## src/design/i2cbb_pkg.sv

```systemverilog
// Types and constants shared by the I2C bit engine modules.
`timescale 1ns / 1ps
package i2cbb_pkg;

  localparam int unsigned PhaseW = 16;
  localparam int unsigned TmoW   = 8;
  localparam int unsigned BitW   = 4;

  localparam logic [PhaseW-1:0] PHASE_TICKS_RESET = 16'd250;
  localparam logic [TmoW-1:0]   ACK_TIMEOUT_RESET = 8'd250;

  localparam logic [2:0] CMD_START    = 3'd0;
  localparam logic [2:0] CMD_STOP     = 3'd1;
  localparam logic [2:0] CMD_WRITE    = 3'd2;
  localparam logic [2:0] CMD_WAIT_ACK = 3'd3;
  localparam logic [2:0] CMD_READ     = 3'd4;

  // One classified tick as it travels from front to back.
  typedef struct packed {
    logic       cmd_ok;
    logic [2:0] command;
    logic [7:0] write_data;
    logic       send_ack;
    logic       sda_in;
  } tick_t;

  typedef struct packed {
    logic [PhaseW-1:0] phase_ticks;
    logic [TmoW-1:0]   ack_timeout;
  } cfg_t;

  typedef struct packed {
    logic scl;
    logic sda;
    logic drv;
  } pins_t;

  typedef struct packed {
    logic       scl_out;
    logic       sda_out;
    logic       sda_drive;
    logic       busy_res;
    logic       done_res;
    logic [7:0] read_data;
    logic       ack_error;
  } res_t;

  typedef enum logic [15:0] {
    PH_IDLE = 16'h0001,
    PH_ST_A = 16'h0002,
    PH_ST_B = 16'h0004,
    PH_ST_C = 16'h0008,
    PH_SP_A = 16'h0010,
    PH_SP_B = 16'h0020,
    PH_SP_C = 16'h0040,
    PH_WR_A = 16'h0080,
    PH_WR_B = 16'h0100,
    PH_WR_C = 16'h0200,
    PH_AK_A = 16'h0400,
    PH_AK_B = 16'h0800,
    PH_RD_A = 16'h1000,
    PH_RD_B = 16'h2000,
    PH_NK_A = 16'h4000,
    PH_NK_B = 16'h8000
  } phase_e;

endpackage

```

## src/design/i2cbb_front.sv

```systemverilog
// Front end: accepts ticks, classifies the command and queues them for the engine.
`timescale 1ns / 1ps
module i2cbb_front #(
  parameter int unsigned Depth = 2
) (
  input  logic              clk_i,
  input  logic              rst_ni,
  input  logic              in_valid_i,
  output logic              in_ready_o,
  input  logic              cmd_valid_i,
  input  logic [2:0]        command_i,
  input  logic [7:0]        write_data_i,
  input  logic              send_ack_i,
  input  logic              sda_in_i,
  input  logic              pop_i,
  output logic              q_valid_o,
  output i2cbb_pkg::tick_t  q_data_o
);

  localparam int unsigned PtrW = (Depth > 1) ? $clog2(Depth) : 1;
  localparam int unsigned CntW = $clog2(Depth + 1);

  i2cbb_pkg::tick_t  slot_q [Depth];
  logic [PtrW-1:0]   wr_ptr_q, wr_ptr_d;
  logic [PtrW-1:0]   rd_ptr_q, rd_ptr_d;
  logic [CntW-1:0]   cnt_q, cnt_d;
  logic              push, pop;
  i2cbb_pkg::tick_t  tick;

  // Codes above read are marked not ok here, so the engine treats them as no command.
  always_comb begin
    tick.cmd_ok     = cmd_valid_i && (command_i <= i2cbb_pkg::CMD_READ);
    tick.command    = command_i;
    tick.write_data = write_data_i;
    tick.send_ack   = send_ack_i;
    tick.sda_in     = sda_in_i;
  end

  assign in_ready_o = (cnt_q != CntW'(Depth));
  assign q_valid_o  = (cnt_q != '0);
  assign q_data_o   = slot_q[rd_ptr_q];
  assign push       = in_valid_i && in_ready_o;
  assign pop        = pop_i && q_valid_o;

  always_comb begin
    wr_ptr_d = wr_ptr_q;
    rd_ptr_d = rd_ptr_q;
    cnt_d    = cnt_q;
    if (push) begin
      wr_ptr_d = (wr_ptr_q == PtrW'(Depth - 1)) ? '0 : wr_ptr_q + 1'b1;
    end
    if (pop) begin
      rd_ptr_d = (rd_ptr_q == PtrW'(Depth - 1)) ? '0 : rd_ptr_q + 1'b1;
    end
    case ({push, pop})
      2'b10:   cnt_d = cnt_q + 1'b1;
      2'b01:   cnt_d = cnt_q - 1'b1;
      default: cnt_d = cnt_q;
    endcase
  end

  always_ff @(posedge clk_i or negedge rst_ni) begin
    if (!rst_ni) begin
      wr_ptr_q <= '0;
      rd_ptr_q <= '0;
      cnt_q    <= '0;
    end else begin
      wr_ptr_q <= wr_ptr_d;
      rd_ptr_q <= rd_ptr_d;
      cnt_q    <= cnt_d;
    end
  end

  always_ff @(posedge clk_i) begin
    if (push) begin
      slot_q[wr_ptr_q] <= tick;
    end
  end

endmodule

```

## src/design/i2cbb_engine.sv

```systemverilog
// Back end: bit engine; one tick per cycle into an output register while unstalled.
`timescale 1ns / 1ps
module i2cbb_engine (
  input  logic              clk_i,
  input  logic              rst_ni,
  input  i2cbb_pkg::cfg_t   cfg_i,
  input  logic              q_valid_i,
  input  i2cbb_pkg::tick_t  q_data_i,
  output logic              pop_o,
  output logic              out_valid_o,
  input  logic              out_ready_i,
  output i2cbb_pkg::res_t   res_o
);

  i2cbb_pkg::phase_e                 phase_q, phase_d;
  logic [i2cbb_pkg::BitW-1:0]        bit_q, bit_d, bit_inc;
  logic [7:0]                        shift_q, shift_d;
  logic [i2cbb_pkg::PhaseW-1:0]      pc_q, pc_d, pc_inc, n_eff;
  logic [i2cbb_pkg::TmoW-1:0]        tmo_q, tmo_d;
  i2cbb_pkg::pins_t                  pins_q, pins_d;
  logic                              err_q, err_d;
  logic                              ack_q, ack_d;
  logic [7:0]                        rdata_q, rdata_d;
  logic                              done;
  logic                              over;
  logic                              adv;
  logic                              out_valid_q;
  i2cbb_pkg::res_t                   res_q, res_d;

  function automatic i2cbb_pkg::pins_t mk_pins(input logic scl, input logic sda,
                                               input logic drv);
    i2cbb_pkg::pins_t p;
    p.scl = scl;
    p.sda = sda;
    p.drv = drv;
    return p;
  endfunction

  // Take the next tick whenever the output register is free or being drained.
  assign adv         = q_valid_i && (!out_valid_q || out_ready_i);
  assign pop_o       = adv;
  assign out_valid_o = out_valid_q;
  assign res_o       = res_q;

  assign n_eff   = (cfg_i.phase_ticks == '0) ? i2cbb_pkg::PhaseW'(1) : cfg_i.phase_ticks;
  assign pc_inc  = pc_q + 1'b1;
  assign over    = (pc_inc >= n_eff);
  assign bit_inc = bit_q + 1'b1;

  always_comb begin
    phase_d = phase_q;
    bit_d   = bit_q;
    shift_d = shift_q;
    pc_d    = pc_q;
    tmo_d   = tmo_q;
    pins_d  = pins_q;
    err_d   = err_q;
    ack_d   = ack_q;
    rdata_d = rdata_q;
    done    = 1'b0;

    case (phase_q)
      i2cbb_pkg::PH_IDLE: begin
        if (q_data_i.cmd_ok) begin
          bit_d = '0;
          pc_d  = '0;
          case (q_data_i.command)
            i2cbb_pkg::CMD_START: begin
              phase_d = i2cbb_pkg::PH_ST_A;
              pins_d  = mk_pins(1'b1, 1'b1, 1'b1);
            end
            i2cbb_pkg::CMD_STOP: begin
              phase_d = i2cbb_pkg::PH_SP_A;
              pins_d  = mk_pins(1'b0, 1'b0, 1'b1);
            end
            i2cbb_pkg::CMD_WRITE: begin
              shift_d = q_data_i.write_data;
              phase_d = i2cbb_pkg::PH_WR_A;
              pins_d  = mk_pins(1'b0, q_data_i.write_data[7], 1'b1);
            end
            i2cbb_pkg::CMD_WAIT_ACK: begin
              err_d   = 1'b0;
              tmo_d   = '0;
              phase_d = i2cbb_pkg::PH_AK_A;
              pins_d  = mk_pins(1'b0, 1'b1, 1'b0);
            end
            default: begin
              ack_d   = q_data_i.send_ack;
              shift_d = '0;
              phase_d = i2cbb_pkg::PH_RD_A;
              pins_d  = mk_pins(1'b0, 1'b1, 1'b0);
            end
          endcase
        end
      end
      i2cbb_pkg::PH_AK_B: begin
        // Poll every tick; a low SDA is the acknowledge.
        if (!q_data_i.sda_in) begin
          pins_d.scl = 1'b0;
          phase_d    = i2cbb_pkg::PH_IDLE;
          done       = 1'b1;
        end else if (tmo_q == cfg_i.ack_timeout) begin
          err_d   = 1'b1;
          phase_d = i2cbb_pkg::PH_SP_A;
          pins_d  = mk_pins(1'b0, 1'b0, 1'b1);
          pc_d    = '0;
        end else begin
          tmo_d = tmo_q + 1'b1;
        end
      end
      default: begin
        pc_d = pc_inc;
        if (over) begin
          pc_d = '0;
          case (phase_q)
            i2cbb_pkg::PH_ST_A: begin
              phase_d = i2cbb_pkg::PH_ST_B;
              pins_d  = mk_pins(1'b1, 1'b0, 1'b1);
            end
            i2cbb_pkg::PH_ST_B: begin
              phase_d = i2cbb_pkg::PH_ST_C;
              pins_d  = mk_pins(1'b0, 1'b0, 1'b1);
            end
            i2cbb_pkg::PH_SP_A: begin
              phase_d = i2cbb_pkg::PH_SP_B;
              pins_d  = mk_pins(1'b1, 1'b0, 1'b1);
            end
            i2cbb_pkg::PH_SP_B: begin
              phase_d = i2cbb_pkg::PH_SP_C;
              pins_d  = mk_pins(1'b1, 1'b1, 1'b1);
            end
            i2cbb_pkg::PH_WR_A: begin
              phase_d = i2cbb_pkg::PH_WR_B;
              pins_d  = mk_pins(1'b1, pins_q.sda, 1'b1);
            end
            i2cbb_pkg::PH_WR_B: begin
              phase_d = i2cbb_pkg::PH_WR_C;
              pins_d  = mk_pins(1'b0, pins_q.sda, 1'b1);
            end
            i2cbb_pkg::PH_WR_C: begin
              bit_d   = bit_inc;
              shift_d = {shift_q[6:0], 1'b0};
              if (bit_inc[3]) begin
                phase_d = i2cbb_pkg::PH_IDLE;
                done    = 1'b1;
              end else begin
                phase_d = i2cbb_pkg::PH_WR_A;
                pins_d  = mk_pins(1'b0, shift_q[6], 1'b1);
              end
            end
            i2cbb_pkg::PH_AK_A: begin
              phase_d = i2cbb_pkg::PH_AK_B;
              pins_d  = mk_pins(1'b1, 1'b1, 1'b0);
            end
            i2cbb_pkg::PH_RD_A: begin
              phase_d = i2cbb_pkg::PH_RD_B;
              pins_d  = mk_pins(1'b1, 1'b1, 1'b0);
            end
            i2cbb_pkg::PH_RD_B: begin
              // Sample SDA as the high half of the clock ends.
              shift_d = {shift_q[6:0], q_data_i.sda_in};
              rdata_d = {shift_q[6:0], q_data_i.sda_in};
              bit_d   = bit_inc;
              if (bit_inc[3]) begin
                phase_d = i2cbb_pkg::PH_NK_A;
                pins_d  = mk_pins(1'b0, !ack_q, 1'b1);
              end else begin
                phase_d = i2cbb_pkg::PH_RD_A;
                pins_d  = mk_pins(1'b0, 1'b1, 1'b0);
              end
            end
            i2cbb_pkg::PH_NK_A: begin
              phase_d = i2cbb_pkg::PH_NK_B;
              pins_d  = mk_pins(1'b1, pins_q.sda, 1'b1);
            end
            default: begin
              // End of start, stop or acknowledge send.
              if (phase_q == i2cbb_pkg::PH_NK_B) begin
                pins_d.scl = 1'b0;
              end
              phase_d = i2cbb_pkg::PH_IDLE;
              done    = 1'b1;
            end
          endcase
        end
      end
    endcase

    res_d.scl_out   = pins_d.scl;
    res_d.sda_out   = pins_d.sda;
    res_d.sda_drive = pins_d.drv;
    res_d.busy_res  = (phase_d != i2cbb_pkg::PH_IDLE);
    res_d.done_res  = done;
    res_d.read_data = rdata_d;
    res_d.ack_error = err_d;
  end

  always_ff @(posedge clk_i or negedge rst_ni) begin
    if (!rst_ni) begin
      phase_q     <= i2cbb_pkg::PH_IDLE;
      bit_q       <= '0;
      shift_q     <= '0;
      pc_q        <= '0;
      tmo_q       <= '0;
      pins_q      <= mk_pins(1'b1, 1'b1, 1'b1);
      err_q       <= 1'b0;
      ack_q       <= 1'b0;
      rdata_q     <= '0;
      out_valid_q <= 1'b0;
    end else begin
      if (adv) begin
        phase_q     <= phase_d;
        bit_q       <= bit_d;
        shift_q     <= shift_d;
        pc_q        <= pc_d;
        tmo_q       <= tmo_d;
        pins_q      <= pins_d;
        err_q       <= err_d;
        ack_q       <= ack_d;
        rdata_q     <= rdata_d;
        out_valid_q <= 1'b1;
      end else if (out_ready_i) begin
        out_valid_q <= 1'b0;
      end
    end
  end

  always_ff @(posedge clk_i) begin
    if (adv) begin
      res_q <= res_d;
    end
  end

endmodule

```

## src/design/i2c_bitbang_master.sv

```systemverilog
// Top level of the tick-driven I2C master bit engine with its register port.
//
//   channel   dir  handshake                 beat
//   in        in   in_valid_i / in_ready_o   one tick: cmd_valid, command, write_data,
//                                            send_ack, sda_in
//   out       out  out_valid_o / out_ready_i one result per tick: pins, busy, done,
//                                            read_data, ack_error
//   cfg       in   psel/penable/pwrite       phase_ticks at 0x0, ack_timeout at 0x4
//
// One tick per clock cycle sustained while the output is not stalled; an accepted tick is
// written into the queue, then the engine takes it and writes its output register.
// The tick queue holds QueueDepth beats, so input keeps flowing while a result waits.
// Reset leaves the engine's pin state driven high, the engine idle and both registers at 250.
// A stalled output holds the engine; the queue fills, then in_ready_o drops.
`timescale 1ns / 1ps
module i2c_bitbang_master #(
  parameter int unsigned QueueDepth = 2
) (
  input  logic        clk_i,
  input  logic        rst_ni,
  input  logic        in_valid_i,
  output logic        in_ready_o,
  input  logic        cmd_valid_i,
  input  logic [2:0]  command_i,
  input  logic [7:0]  write_data_i,
  input  logic        send_ack_i,
  input  logic        sda_in_i,
  output logic        out_valid_o,
  input  logic        out_ready_i,
  output logic        scl_out_o,
  output logic        sda_out_o,
  output logic        sda_drive_o,
  output logic        busy_res_o,
  output logic        done_res_o,
  output logic [7:0]  read_data_o,
  output logic        ack_error_o,
  input  logic        psel,
  input  logic        penable,
  input  logic        pwrite,
  input  logic [2:0]  paddr,
  input  logic [31:0] pwdata,
  output logic [31:0] prdata,
  output logic        pready
);

  localparam logic REG_PHASE_TICKS = 1'b0;
  localparam logic REG_ACK_TIMEOUT = 1'b1;

  i2cbb_pkg::cfg_t  cfg_q;
  logic             cfg_wr;
  logic             pop;
  logic             q_valid;
  i2cbb_pkg::tick_t q_data;
  i2cbb_pkg::res_t  res;

  assign pready = 1'b1;
  assign cfg_wr = psel && penable && pwrite && pready;

  always_ff @(posedge clk_i or negedge rst_ni) begin
    if (!rst_ni) begin
      cfg_q.phase_ticks <= i2cbb_pkg::PHASE_TICKS_RESET;
      cfg_q.ack_timeout <= i2cbb_pkg::ACK_TIMEOUT_RESET;
    end else if (cfg_wr) begin
      case (paddr[2])
        REG_PHASE_TICKS: cfg_q.phase_ticks <= pwdata[i2cbb_pkg::PhaseW-1:0];
        REG_ACK_TIMEOUT: cfg_q.ack_timeout <= pwdata[i2cbb_pkg::TmoW-1:0];
        default:         cfg_q <= cfg_q;
      endcase
    end
  end

  always_comb begin
    case (paddr[2])
      REG_PHASE_TICKS: prdata = {16'd0, cfg_q.phase_ticks};
      REG_ACK_TIMEOUT: prdata = {24'd0, cfg_q.ack_timeout};
      default:         prdata = '0;
    endcase
  end

  i2cbb_front #(
    .Depth(QueueDepth)
  ) u_front (
    .clk_i        (clk_i),
    .rst_ni       (rst_ni),
    .in_valid_i   (in_valid_i),
    .in_ready_o   (in_ready_o),
    .cmd_valid_i  (cmd_valid_i),
    .command_i    (command_i),
    .write_data_i (write_data_i),
    .send_ack_i   (send_ack_i),
    .sda_in_i     (sda_in_i),
    .pop_i        (pop),
    .q_valid_o    (q_valid),
    .q_data_o     (q_data)
  );

  i2cbb_engine u_engine (
    .clk_i       (clk_i),
    .rst_ni      (rst_ni),
    .cfg_i       (cfg_q),
    .q_valid_i   (q_valid),
    .q_data_i    (q_data),
    .pop_o       (pop),
    .out_valid_o (out_valid_o),
    .out_ready_i (out_ready_i),
    .res_o       (res)
  );

  assign scl_out_o   = res.scl_out;
  assign sda_out_o   = res.sda_out;
  assign sda_drive_o = res.sda_drive;
  assign busy_res_o  = res.busy_res;
  assign done_res_o  = res.done_res;
  assign read_data_o = res.read_data;
  assign ack_error_o = res.ack_error;

endmodule

```

## config.mk

```make
export PLATFORM = sky130hd
export DESIGN_NAME = i2c_bitbang_master
export DESIGN_NICKNAME = d
export VERILOG_FILES = /design/src/design/i2cbb_pkg.sv /design/src/design/i2cbb_front.sv /design/src/design/i2cbb_engine.sv /design/src/design/i2c_bitbang_master.sv
export SDC_FILE = /design/constraint.sdc
export NUM_CORES = 1
export LEC_CHECK = 0
export BUFFER_PORTS_ARGS = -buffer_cell sky130_fd_sc_hd__buf_2
export CAP_MARGIN = 20
export CORE_UTILIZATION = 60
export DETAILED_ROUTE_END_ITERATION = 8
export PLACE_DENSITY = 0.83
export SYNTH_ARGS = -nofsm -noshare
export SYNTH_HDL_FRONTEND = slang
export SYNTH_SLANG_ARGS = --single-unit
```

## constraint.sdc

```tcl
create_clock -name clk_i -period 8.5 [get_ports clk_i]
set_input_delay 0.85 -clock clk_i [delete_from_list [all_inputs] [get_ports clk_i]]
set_output_delay 0.85 -clock clk_i [all_outputs]
set_load 0.03 [all_outputs]
```

==> run metrics, run 1 <==
status=completed; YS warnings=0; largest net degree at the start of global routing=74; CP startpoint kind=register; Synth Register Bits=135; Final Hold Vio Count=0; leading area contributor after synthesis=dfrtp_1; crit-path max cell delay=0.66 ns; synthesized area=7564 um2; ranking of synthesized cells by area=dfrtp_1 25%, edfxtp_1 17%, mux2_2 8.9%; reg-to-reg endpoint=u_engine.rdata_q[1]; Max Freq=202.6 MHz; minimum clock period=4.935 ns; initial antenna violation count=0; area of the multi-input gates=3621 um2; grt ovf=0; CP endpoint kind=register; Internal=0.001586 W; worst vdd ir=0.2043 mV; Gate power share=36.8%; core box area=12160 um2; clock power share=26.1%; top-area cell type share of the netlist area=25.48%; first-pass GRT wire length=29010 um; Clock Tree Buf Depth=2; HPWL after DPL=12760 um; fin util=69.72%; Async SR Flop Fraction=68.89%; GRT met1 Usage=35.59%; max-cap viol count=0; Post-CTS Setup Bufs=0; library cells used by synthesis=71; Die ar.=13060 um2; Worst Clk Skew=0.007165 ns; average wire per standard cell=18.36 um; Via density=6.134; number of synthesized flops with an enable pin=42; fillers=889; Area Overhead vs Synth=12.11%; Worst slew margin=21.63%; Remaining DRCs=0; worst path bufs/invs=1; TritonCTS Buffers=17; switching share of power=40.25%; overall power=0.002654 W; Global Route Usage Sum=28.97%; Pleak=3.775 nW; Flop pwr share=37.1%; Power Density=313.0 nW/um2; commonest non-fill, non-tap cells in the layout=77 x dfrtp_1, 75 x nand2_1, 68 x buf_2, 60 x mux2_2, 55 x o21ai_0; commonest non-fill, non-tap cell in the layout=dfrtp_1; port bufs=69; RSZ-0062 raised after global routing=no; Crit Path Max Fanout=15; I/O pin total=105; register area=3608 um2; sequential-to-total area share from yosys stat=47.71%; vias in the first global route=5966; RePlAce Congestion=0.9045; GR Util met2=50.14%; GRT busiest layer=met2; RR Startpoint=u_engine.pc_q[0]; Reg clk slew, reported paths=0.06 ns; crit path DAT=5.24 ns; final setup vio count=0; Cells after Synth=741; nets=870; Tcrit/Tclk final=58.06%; setup total negative slack=0 ns; crit path cell chain=and3_1, nand3_1, nor2_1, and3_1, and3_1, xnor2_1, inv_1, ha_1, a211oi_1, nor2_1, a311oi_1, nand2_1, nand3_1, mux2_2, mux2_2; Hold Crit Class=in -> async; CP required=8.81 ns; Die Y=114.3 um; Final ANT Viol Nets=0; die width=114.3 um; H-tree depth=4; CTS tree=done; Worst Tran Pin Value=1.165 ns; site row count=40; top cell family by delay on the critical path=simple AND/OR/NAND/NOR gates; Main synth FF type=dfrtp_1; critical path class=reg -> reg; worst r2r path cells=15; clock latency on the worst-skew pair=0.42 ns; Crit-path slowest cell=nand3_1; initial core utilization=62.19%; clock root cell=clkbuf_16; Levels on crit path=15; Slew Limit Fails=0; met3 GRT Util=6.458%; Antenna Cells=0; Most common cell on crit path=and3_1; clk sinks=135; hold_buf cts=0; number of vias after detailed routing=5981; Post-Syn Area per Cell=10.21 um2; Reg2Reg Setup Slack=3.57 ns; final WL=17900 um; Pre-antenna DRT Iters=5; cts repair resizes=0; drt initial violations=475; Sw Pwr=0.001068 W; layout cells sized above 1=23.92%
metrics by stage:
stage	setup slack, ns	cell area (um2)	hold slack (ns)	std cells
after CTS	3.625	8472	0.3133	974
after floorplan	4.811	7620	0.4543	756
after global routing	3.277	8479	0.3241	975
after global placement	3.755	7911	0.4636	942
final	3.565	8479	0.3097	975
after detailed placement	3.697	7911	0.4806	942
synthesized netlist by cell type, drive strengths merged, types with 16 or more instances:
cell and instances:
clkbuf 26, edfxtp 42, mux2 60, dfrtp 77, nor4 17, inv 27
xnor2 26, nor3 20, buf 28, nand3 29, ha 20, a21oi 19
dfstp 16, nand2 75, nand4 18, nor2 52, o21ai 56
state kept, by name, summed over array words and instances, names as in the netlist:
signal,flops
u_front.slot_q,28
cfg_q,24
u_engine.pc_q,16
u_engine.phase_q,16
u_engine.res_o,14
u_engine.rdata_q,8
u_engine.tmo_q,8
u_engine.shift_q,7
u_engine.bit_q,4
u_engine.pins_q,3
u_front.cnt_q,2
u_engine.ack_q,1
u_engine.err_q,1
u_engine.out_valid_o,1
u_front.rd_ptr_q,1
u_front.wr_ptr_q,1
power by group through the flow:
stage	logic, W	clock network [W]	registers, W
floorplan	0.000717	0	0.000967
global placement	0.000924	0	0.000983
detailed placement	0.000953	0	0.000993
CTS	0.000963	0.000700	0.000983
global route	0.00106	0.000726	0.00100
finish	0.000976	0.000692	0.000986
area by class of cell:
type | instances | share of cell area, %
Multi-Input combinational cell | 540 | 42.70
Sequential cell | 135 | 42.56
Clock buffer | 19 | 5.356
Timing Repair Buffer | 73 | 4.456
Tap cell | 168 | 2.479
Clock inverter | 13 | 1.254
Inverter | 27 | 1.195
logic make-up (layout without fill, tap and decap cells):
group / after synthesis / after routing / share of synthesized area [%]
and+or+nand+nor: 270 / 270 / 18.38
DFF: 135 / 135 / 47.71
AOI/OAI and AO/OA: 123 / 123 / 10.44
buffers and inverters: 81 / 132 / 5.161
muxes: 71 / 71 / 10.39
xor gates and xnor gates: 39 / 39 / 4.516
adders and majority gates: 20 / 20 / 3.309
other: 2 / 17 / 0.09929
how the worst max path moves through the flow:
stage | start | to | slack (ns)
2_1_floorplan | u_engine.pc_q[0] | u_engine.shift_q[0] | 4.81
3_3_place_gp | u_engine.pc_q[0] | u_engine.rdata_q[3] | 3.75
3_5_place_dp | u_engine.pc_q[0] | u_engine.rdata_q[0] | 3.70
4_1_cts | u_engine.pc_q[0] | u_engine.rdata_q[1] | 3.63
5_1_grt | u_engine.pc_q[0] | u_engine.rdata_q[1] | 3.28
6_report | u_engine.pc_q[0] | u_engine.rdata_q[1] | 3.57
worst reg2reg max path: cells and delay by family, from the launching register on:
family                   cells  cell delay, ns
multiplexers                 2            0.70
AND/OR/NAND/NOR              8            2.40
flip-flops                   1            0.43
buffers and inverters        1            0.09
adder cells (fa/ha/maj)      1            0.33
XOR/XNOR                     1            0.14
AO/OA/AOI/OAI                2            0.73
routing by layer:
metal  wire [um]  vias up
met5           0        -
met4         414        0
met3         829       42
met2        9100      221
met1        7554     2940
li1            -     2778
(Power assumes the default switching activity.)
==> inputs of run 2 (changes only) <==
Settings changed: CORE_UTILIZATION 60 to 53, PLACE_DENSITY 0.83 to 0.77.
Clock period 8.5 ns to 4.5 ns, I/O delays scaled along.
==> run 2 against run 1 <==
  * Hold slack lost 0.20 ns
  * Final cell count up 1.8%
  * Sequential share of layout area down 0.53 points
  * First-iteration DRC count fell by 0.42%
  * Sequential power up 89%
  * Total power is 93% higher
  * Largest cell class unchanged
  * Largest power group unchanged
==> run metrics, run 2 (synthesized netlist as in run 1, its figures left out) <==
status=completed; RR Startpoint=u_engine.pc_q[0]; initial antenna violation count=0; die width=121.5 um; Final Hold Vio Count=0; Finished Cell Area=8586 um2; Pleak=3.815 nW; Final ANT Viol Nets=0; Max Freq=236.8 MHz; fin util=61.85%; Slew Limit Fails=0; cts repair resizes=0; HPWL after DPL=13260 um; layout cells sized above 1=24.48%; Worst Tran Pin Value=0.9576 ns; Post-CTS Setup Bufs=0; final setup vio count=0; max-cap viol count=0; number of vias after detailed routing=5936; average wire per standard cell=18.20 um; Antenna Cells=0; Reg clk slew, reported paths=0.06 ns; Remaining DRCs=0; worst path bufs/invs=1; crit-path max cell delay=0.48 ns; Pre-antenna DRT Iters=5; TritonCTS Buffers=17; Crit Path Max Fanout=6; first-pass GRT wire length=28880 um; H-tree depth=4; crit path DAT=4.53 ns; vias in the first global route=5729; top cell family by delay on the critical path=simple AND/OR/NAND/NOR gates; CTS tree=done; port bufs=69; initial core utilization=54.49%; clock latency on the worst-skew pair=0.42 ns; worst vdd ir=0.4732 mV; max reg flops=28; site row count=43; Power Density=597.2 nW/um2; worst r2r path cells=15; commonest non-fill, non-tap cells in the layout=77 x dfrtp_1, 75 x nand2_1, 68 x buf_2, 60 x mux2_2, 55 x o21ai_0; Clock Tree Buf Depth=2; overall power=0.005127 W; commonest non-fill, non-tap cell in the layout=dfrtp_1; Crit-path slowest cell=a311oi_1; clock root cell=clkbuf_16; Area Overhead vs Synth=13.52%; RSZ-0062 raised after global routing=no; I/O pin total=105; Global Route Usage Sum=25.71%; minimum clock period=4.224 ns; Post-DP Area=7971 um2; CP startpoint kind=register; reg-to-reg endpoint=u_engine.bit_q[3]; Tcrit/Tclk final=93.86%; RePlAce Congestion=0.8955; largest net degree at the start of global routing=62; crit path cell chain=and3_1, nand3_1, nor2_1, and3_1, and3_1, xnor2_1, inv_1, ha_1, a211oi_1, nor2_1, a311oi_1, and2_1, a21oi_1, o21ai_0, mux2_2; grt ovf=0; nets=876; hold_buf cts=0; Hold Crit Class=in -> async; CP endpoint kind=register; biggest regs=u_front.slot_q: 28 flops, cfg_q: 24 flops; Reg2Reg Setup Slack=0.28 ns; Die Y=121.5 um; drt initial violations=473; setup total negative slack=0 ns; final WL=18080 um; Worst Clk Skew=0.01570 ns; Die ar.=14750 um2; core box area=13880 um2; Largest Register=u_front.slot_q; critical path class=reg -> reg; CP required=4.80 ns; Via density=5.978; Most common cell on crit path=and3_1; clk sinks=135; Worst slew margin=35.57%
[run 2: metrics by stage]
stage          cells  setup slack [ns]  hold WS (ns)
6_report         993            0.2764        0.1120
2_1_floorplan    756            0.8106        0.1544
5_1_grt          993           0.01734        0.1732
4_1_cts          992            0.2608        0.1395
3_3_place_gp     960            0.4594        0.4642
3_5_place_dp     960            0.3262        0.4671
[run 2: final cells by class]
type	count	area, um2
Fill cell	1101	5295
Multi-Input combinational cell	540	3626
Sequential cell	135	3608
Clock buffer	19	432.9
Timing Repair Buffer	79	422.9
Tap cell	180	225.2
Clock inverter	13	168.9
Inverter	27	101.3
[run 2: per-layer routing]
metal,routed length [um],global-route usage [%],up-vias
met5,0,0,-
li1,-,-,2794
met1,7645,32.19,2905
met4,380,9.799,0
met3,859,4.652,25
met2,9190,43.93,212
[run 2: how the worst max path moves through the flow]
stage	startpoint	end	slack (ns)	depth (start not counted)
final	u_engine.pc_q[0]	u_engine.bit_q[3]	0.28	15
after detailed placement	u_engine.pc_q[0]	u_engine.rdata_q[6]	0.33	15
after global routing	u_engine.pc_q[0]	u_engine.bit_q[3]	0.02	15
after floorplan	u_engine.pc_q[0]	u_engine.shift_q[0]	0.81	17
after CTS	u_engine.pc_q[0]	u_engine.rdata_q[6]	0.26	15
after global placement	u_engine.pc_q[0]	u_engine.rdata_q[3]	0.46	15
[run 2: where the power goes]
group | leakage [nW] | internal (W) | switching, W | total (W)
Sequential | 1.59 | 0.00159 | 0.000267 | 0.00186
Combinational | 1.94 | 0.000670 | 0.00118 | 0.00185
Clock | 0.281 | 0.000877 | 0.000541 | 0.00142
==> inputs of run 3 (changes only) <==
Settings changed: CORE_UTILIZATION 53 to 54, CTS_BUF_LIST from default to sky130_fd_sc_hd__clkbuf_8, GPL_TIMING_DRIVEN from default to 0, PLACE_DENSITY 0.77 to 0.79, REMOVE_ABC_BUFFERS from default to 1.
==> run 3 against run 2 <==
  * Critical path depth is the same
  * Clock skew shrank 0.0075 ns
  * Critical path type unchanged
  * Final cell count shrank 0.40%
  * Hold slack lost 0.072 ns
  * Sequential share of layout area grew 0.58 points
  * First-iteration DRC count grew 1.1%
  * Register-to-register slack gained 0.08 ns
==> run metrics, run 3 (synthesized netlist as in run 1, its figures left out) <==
commonest non-fill, non-tap cells in the layout=77 x dfrtp_1, 74 x nand2_1, 68 x buf_2, 60 x mux2_2, 54 x o21ai_0; Tcrit/Tclk final=92.08%; Placed Instances=950; final setup vio count=0; crit path cell chain=and3_1, nand3_1, nor2_2, and3_1, and3_1, xnor2_1, inv_1, ha_1, nand4_1, nor4_1, a311oi_2, and2_2, a21oi_1, o221a_2, mux2_2; CP endpoint kind=register; setup total negative slack=0 ns; nets=876; Pre-antenna DRT Iters=5; clock root cell=clkbuf_8; Reg clk slew, reported paths=0.08 ns; Power Density=559.3 nW/um2; Worst Tran Pin Value=1.021 ns; Final Hold Vio Count=0; TritonCTS Buffers=17; final WL=17780 um; hold_buf cts=0; hold_ws=0.04045 ns; overall power=0.004737 W; CP startpoint kind=register; RePlAce Congestion=0.9094; I/O pin total=105; crit-path max cell delay=0.45 ns; initial antenna violation count=0; status=completed; Max Freq=241.3 MHz; top cell family by delay on the critical path=simple AND/OR/NAND/NOR gates; Final WS setup=0.3565 ns; Pleak=3.757 nW; initial core utilization=56.22%; Crit Path Max Fanout=7; CP required=4.84 ns; Final ANT Viol Nets=0; commonest non-fill, non-tap cell in the layout=dfrtp_1; site row count=42; clock latency on the worst-skew pair=0.45 ns; grt ovf=0; Remaining DRCs=0; HPWL after DPL=12950 um; max reg flops=28; Slew Limit Fails=0; minimum clock period=4.143 ns; Setup WS pre-CTS=-0.4243 ns; layout cells sized above 1=25.09%; critical path class=reg -> reg; H-tree depth=4; Clock Tree Buf Depth=2; Hold Crit Class=in -> async; Worst slew margin=31.33%; worst path bufs/invs=1; clk sinks=135; worst vdd ir=0.4028 mV; first-pass GRT wire length=29100 um; final std cells w/o fill=989; die width=120.4 um; Largest Register=u_front.slot_q; CTS tree=done; core box area=13450 um2; vias in the first global route=5744; Crit-path slowest cell=dfrtp_1; biggest regs=u_front.slot_q: 28 flops, cfg_q: 24 flops; number of vias after detailed routing=5945; Most common cell on crit path=and3_1; max-cap viol count=0; Die ar.=14480 um2; drt initial violations=478; Global Route Usage Sum=25.98%; Die Y=120.4 um; crit path DAT=4.48 ns; Worst Clk Skew=0.008225 ns; average wire per standard cell=17.98 um; port bufs=69; Area Overhead vs Synth=11.96%; Antenna Cells=0; largest net degree at the start of global routing=50; Via density=6.011
==> run 3: cell types whose count changed in the layout (fill, tap and decap cells not counted), moves of 2 or more <==
| cell | change |
|---|---|
| clkbuf_8 | +18 |
| clkbuf_16 | -17 |
| buf_4 | -5 |
| buf_12 | +2 |
| buf_16 | +2 |
| clkbuf_1 | -2 |
==> run 3: routing by layer <==
layer	up-vias	track usage (%)	share of wire, %
met4	0	10.26	2.4
met2	210	43.28	49
li1	2782	-	-
met3	35	5.472	4.9
met5	-	0	0
met1	2918	33.09	44
==> run 3: timing repair <==
item | in CTS | in global routing
gates resized for setup | 3 | 5
pin swaps | 0 | 1
buffers inserted | 0 | 6
endpoints found under the setup margin | 19 | 59
==> run 3: layout make-up <==
cell class                 instances  area, um2
tap                              176      220.2
inverter                          27      101.3
timing repair buffer              79      491.7
multi-input combinational        540       3651
sequential                       135       3608
clock inverter                    14      147.6
clock buffer                      18      247.7
fill                            1083       4985
==> run 3: path summary, 6_finish.rpt <==
check,start,end,slack [ns],cells past startpoint
setup reg to reg,u_engine.pc_q[0],u_engine.shift_q[2],0.36,15
max in group asynchronous,rst_ni,u_engine.pins_q[0],3.73,2
min in group clk_i,write_data_i[4],u_front.slot_q[0][6],0.18,1
hold reg to reg,u_engine.pins_q[0],u_engine.pins_q[0],0.47,2
setup / recovery,u_engine.pc_q[0],u_engine.shift_q[2],0.36,15
hold / removal,rst_ni,u_engine.phase_q[13],0.04,1
==> run 3: power by group <==
group / switching [W] / internal, W
Combinational: 0.00119 / 0.000678
Clock: 0.000500 / 0.000509
Sequential: 0.000275 / 0.00159
==> run 3: worst reg2reg max path, cell delays in order, from the launching register on <==
cell	delay (ns)
dfrtp_1	0.45
and3_1	0.18
nand3_1	0.20
nor2_2	0.25
and3_1	0.30
and3_1	0.21
xnor2_1	0.15
inv_1	0.10
ha_1	0.32
nand4_1	0.09
nor4_1	0.35
a311oi_2	0.20
and2_2	0.30
a21oi_1	0.20
o221a_2	0.35
mux2_2	0.37
==> run 3: per-stage QoR <==
stage               util, %  area [um2]
floorplan                 -        7331
global placement      58.70        7896
detailed placement    59.21        7965
CTS                   62.26        8376
global route          62.95        8468
finish                62.95        8468
